<file path="src/design/ivps_pkg.sv">
`timescale 1ns / 1ps
// ----------------------------------------------------------------------------
// ivps_pkg: shared types and constants for the interval predecessor search
// Beat formats, operation and status codes, and the controller/datapath
// command and status bundles.
// ----------------------------------------------------------------------------
package ivps_pkg;

   // Default sizes of the start table and of a position
   localparam int DEF_TABLE_DEPTH = 1024;
   localparam int DEF_POS_BITS    = 32;

   // Fixed field widths
   localparam int FIELD_W  = 32;
   localparam int INDEX_W  = 10;
   localparam int STATUS_W = 2;

   // Operation codes
   localparam logic OP_LOAD  = 1'b0;
   localparam logic OP_QUERY = 1'b1;

   // Status codes
   localparam logic [STATUS_W-1:0] ST_OK    = 2'd0;
   localparam logic [STATUS_W-1:0] ST_FULL  = 2'd1;
   localparam logic [STATUS_W-1:0] ST_EMPTY = 2'd2;

   // Request beat
   typedef struct packed {
      logic               op;
      logic               new_set;
      logic [FIELD_W-1:0] entry_start;
      logic [FIELD_W-1:0] query_position;
   } req_type;

   // Response beat
   typedef struct packed {
      logic [INDEX_W-1:0]  interval_index;
      logic [STATUS_W-1:0] status;
   } rsp_type;

   // Commands from controller to datapath
   typedef struct packed {
      logic                do_load;
      logic                do_query_init;
      logic                do_probe;
      logic                do_compare;
      logic                rsp_fire;
      logic                rsp_use_lo;
      logic [STATUS_W-1:0] rsp_status;
   } ctrl_cmd_type;

   // Status from datapath to controller
   typedef struct packed {
      logic full;
      logic empty;
      logic lo_eq_hi;
   } dp_status_type;

endpackage

</file>
<file path="src/design/ivps_ctrl.sv">
`timescale 1ns / 1ps
// ----------------------------------------------------------------------------
// ivps_ctrl: sequencer for loads and binary-search queries
// Accepts a beat when idle, steps the search through probe and compare
// states, and tells the datapath when to emit the response.
// ----------------------------------------------------------------------------
module ivps_ctrl
   import ivps_pkg::*;
(
   input  logic          clock,
   input  logic          reset,
   input  logic          start,
   output logic          busy,
   input  req_type       req_item,
   input  dp_status_type dp_status,
   output ctrl_cmd_type  cmd
);

   localparam logic [1:0] S_IDLE  = 2'd0;
   localparam logic [1:0] S_PROBE = 2'd1;
   localparam logic [1:0] S_CMP   = 2'd2;

   logic [1:0] state_ff;
   logic [1:0] state_in;
   logic       accept;

   assign busy   = (state_ff != S_IDLE);
   assign accept = start && !busy;

   // Decode state and status into commands
   always_comb begin
      state_in = state_ff;
      cmd      = '0;
      unique case (state_ff)
         S_IDLE: begin
            if (accept) begin
               if (req_item.op == OP_LOAD) begin
                  cmd.do_load    = 1'b1;
                  cmd.rsp_fire   = 1'b1;
                  cmd.rsp_status = (!req_item.new_set && dp_status.full) ? ST_FULL : ST_OK;
               end else if (dp_status.empty) begin
                  cmd.rsp_fire   = 1'b1;
                  cmd.rsp_status = ST_EMPTY;
               end else begin
                  cmd.do_query_init = 1'b1;
                  state_in          = S_PROBE;
               end
            end
         end
         S_PROBE: begin
            if (dp_status.lo_eq_hi) begin
               cmd.rsp_fire   = 1'b1;
               cmd.rsp_use_lo = 1'b1;
               cmd.rsp_status = ST_OK;
               state_in       = S_IDLE;
            end else begin
               cmd.do_probe = 1'b1;
               state_in     = S_CMP;
            end
         end
         S_CMP: begin
            cmd.do_compare = 1'b1;
            state_in       = S_PROBE;
         end
         default: begin
            state_in = S_IDLE;
         end
      endcase
   end

   // Advance state
   always_ff @(posedge clock) begin
      if (reset) begin
         state_ff <= S_IDLE;
      end else begin
         state_ff <= state_in;
      end
   end

endmodule

</file>
<file path="config.mk">
export PLATFORM = sky130hd
export DESIGN_NAME = ivps_ctrl
export DESIGN_NICKNAME = d
export VERILOG_FILES = /design/src/design/ivps_pkg.sv /design/src/design/ivps_ctrl.sv
export SDC_FILE = /design/constraint.sdc
export NUM_CORES = 1
export LEC_CHECK = 0
export BUFFER_PORTS_ARGS = -buffer_cell sky130_fd_sc_hd__clkbuf_2
export CORE_MARGIN = 3
export CORE_UTILIZATION = 13
export DETAILED_ROUTE_END_ITERATION = 10
export PLACE_DENSITY = 0.89
export RECOVER_POWER = 50
export SLEW_MARGIN = 20
export SYNTH_ARGS = -nofsm -noshare
export SYNTH_HDL_FRONTEND = slang
export SYNTH_SLANG_ARGS = --single-unit
</file>
<file path="constraint.sdc">
create_clock -name clock -period 2.8 [get_ports clock]
set_clock_uncertainty 0.1 [all_clocks]
set_input_delay 0.42 -clock clock [delete_from_list [all_inputs] [get_ports clock]]
set_output_delay 0.42 -clock clock [all_outputs]
set_load 0.02 [all_outputs]
</file>
### Yosys cells after proc, flatten, opt, wreduce, memory -nomap -nowiden

Cells that the tools add are included.

| operators by class | value |
|---|---|
| mux-type cells | 24 |
| reduce and logical (&&, ||, !) cells | 7 |
| equality and inequality tests | 5 |

Operator list:

| operator | number |
|---|---|
| $mux 2 | 9 |
| $mux 1 | 11 |
| $ne 2x2->1 const B | 3 |
| $pmux 2 s3 | 1 |
| $mux 4 | 1 |
| $pmux 2 s2 | 1 |
| $reduce_and 3->1 | 1 |
| $eq 2x1->1 const B | 1 |
| $eq 2x2->1 const B | 1 |
| $logic_and 1x1->1 | 2 |
| $logic_not 1->1 | 2 |
| $logic_not 2->1 | 1 |
| $pmux 1 s2 | 1 |
| $reduce_bool 2->1 | 1 |

| word-level totals | value |
|---|---|
| logic and storage cells | 37 |
| register bits after elaboration | 2 |

### Longest topological paths before layout

| depth | value |
|---|---|
| word-level depth | 6 |
| mapped depth | 3 |
| depth with buffers taken out | 3 |

### Worst setup path before layout

No wires, ideal clock.

| timing path | value |
|---|---|
| path type | reg-to-output |
| start | register state_ff[0] |
| end | output cmd[0] (netlist name) |
| arrival | 1046 ps |
| slack | 1234 ps |
| data required time | 2280 ps |
| path buffers | 0 |
| cell stages (with the launch flop) | 4 |
| path through | dfxtp_1 > nor2_2 > nand2_2 > nor4b_2 |

RTL lines:

| item | line | text |
|---|---|---|
| from (decl) | ivps_ctrl.sv:23 | `logic [1:0] state_ff;` |
| from (signal assigned) | ivps_ctrl.sv:76 | `state_ff <= state_in;` |
| to (decl) | ivps_ctrl.sv:16 | `output ctrl_cmd_type cmd` |

==> impl_metrics.yaml <==
finish:
  reg_top3: "state_ff x2"
  fin_area_um2: 273
  drive_above_1_share_pct: 52.5
  instances_no_fill: 54
  layout_commonest_cell: "clkbuf_2"
  top_register: "state_ff"
  layout_common_cells: "clkbuf_2, nor2_1, clkbuf_4, clkbuf_1"
  fin_nets: 114
  antenna_cells: 0
  largest_reg_flops: 2
  fillCellCount: 135
  area_growth_pct: 61.5
worst_setup_path:
  arrival_ns: 1.26
  worst_ep_required_time_ns: 2.28
  cp_max_fo: 7
  endpoint_kind: "output port"
  slowest_delay_ns: 0.35
  cpLargestDelayFamily: "simple AND/OR/NAND/NOR gates"
  startpoint: "state_ff[0]"
  r2r-start: "state_ff[0]"
  path_buf_inv: 1
  path_cells: "nor2_2 > nand2_2 > nor4b_2 > clkbuf_2"
  slowest_stage: "dfxtp_1"
  crit_type: "reg -> out"
  crit_path_start_kind: "register"
global_route:
  grt_max_degree: 8
  grt_pass1_wl_um: 710
  overflow: 0
  antenna_found_initial: 0
  first_global_vias: 193
  gr-usage-all-layers_pct: 5.62
timing:
  rsz0062_at_grt: "false"
  slew_headroom_pct: 82.9
  max_freq_mhz: 562
  worst_slew_pin_slew_ns: 0.257
  setup_viol: 0
  period_minus_slack_ns: 1.78
  period_share_pct: 63.6
  drv_slew: 0
  worst_slack_ns: 1.02
  hold_viol: 0
  tns_ns: 0
routing:
  avgRoutedWirePerCell_um: 8.37
  routed_wl_um: 452
  routed-via-count: 206
  antenna_left: 0
  via_per_inst: 3.81
  first_pass_iters: 2
  drt_iter0_markers: 3
  drc: 0
die:
  die_y_um: 42.0
  dieArea_mm2: 0.00177
  num_rows: 12
  pin_count: 81
  initial_utilization_pct: 14.6
  die_x_um: 42.0
  core_mm2: 0.00116
synthesis:
  syn_nets: 94
  ys_ff_latch: 2
  ys_warn_count: 0
  synthesis.area_um2: 169
  yosysSeqAreaShare_pct: 23.7
  synth.distinct_cells: 17
  synthCells: 22
  syn_avg_cell_area_um2: 7.68
clock_tree:
  root_buffer: "clkbuf_4"
  ctsHoldBuffers: 0
  cts.sinks: 2
  post_cts_resized: 0
  cts_tree: "done"
  cts_setup_buffers: 0
  cts_buffer_depth: 2
  cts.htree.levels: 1
  cts.clk_slew.worst_paths_ns: 0.03
  worstSkewPairLatency_ns: 0.22
  cts_made_buffers: 3
power_and_ir_drop:
  peakVddDrop_uv: 143
  p_per_area_mw_per_mm2: 428
  leakage_nw: 0.145
placed_design:
  placed_area_um2: 259
  gp_congestion: 0.786
  placedCellCount: 51
  pre_cts_ws_ns: 1.22
  dp_hpwl_um: 396
  portBuffers: 16
worst_hold_path:
  hold_path_class: "in -> reg"
  hold_start: "reset"
status:
  status: "complete, no violations"
run:
  cap_viol_max_count: 0
-- metrics by stage --
step	power, mW	hold slack (ns)	util (%)
finish	0.117	0.272	23.6
global route	0.127	0.260	23.6
detailed placement	0.0574	0.448	22.4
global placement	0.0570	0.421	22.4
floorplan	0.0454	0.390	-
CTS	0.120	0.267	24.4
-- area by class of cell --
class                           instances  area (um^2)  area share, %
Sequential cell                         2         40.0           14.7
Inverter                                2         7.51           2.75
Timing Repair Buffer                   16         76.3           28.0
Clock buffer                            3         22.5           8.26
Tap cell                               14         17.5           6.42
Multi-Input combinational cell         17          109           39.9
-- report_power, final --
part           total [mW]  leakage [nW]  switching [mW]  internal (mW)
Clock              0.0606        0.0138          0.0135         0.0470
Sequential         0.0304        0.0162        0.000972         0.0294
Combinational      0.0259         0.115          0.0153         0.0106
-- logic make-up after synthesis --
family                 synth area share [%]
buffers and inverters                  8.89
flip-flops                             23.7
AO/OA/AOI/OAI                          6.67
AND/OR/NAND/NOR                        60.7
-- synth_stat cells, drive strengths merged --
cell type,count,share of area [%]
and3b,1,5.9
nor3,1,3.0
inv,2,4.4
a31oi,1,3.7
nor2,4,10
buf,1,4.4
nor2b,1,3.7
nor4b,1,8.9
dfxtp,2,24
nand2b,1,3.7
nor3b,1,7.4
a21oi,1,3.0
and2b,1,5.2
nand2,3,8.2
nand3b,1,4.4
-- worst paths after layout --
check	to	slack, ns	cells past startpoint
max	cmd[0]	1.02	4
min	state_ff[1]	0.27	2
max reg2reg	state_ff[1]	1.80	2
min reg2reg	state_ff[0]	0.45	1
-- per-layer routing --
metal	vias up	wire length [um]	GRT usage, %	part of all wire (%)
met4	0	0	3.73	0
li1	110	-	-	-
met1	87	149	3.85	33
met5	-	0	0	0
met2	9	248	9.88	55
met3	0	54	4.72	12
Note: power is estimated with default switching activity, not from simulation.
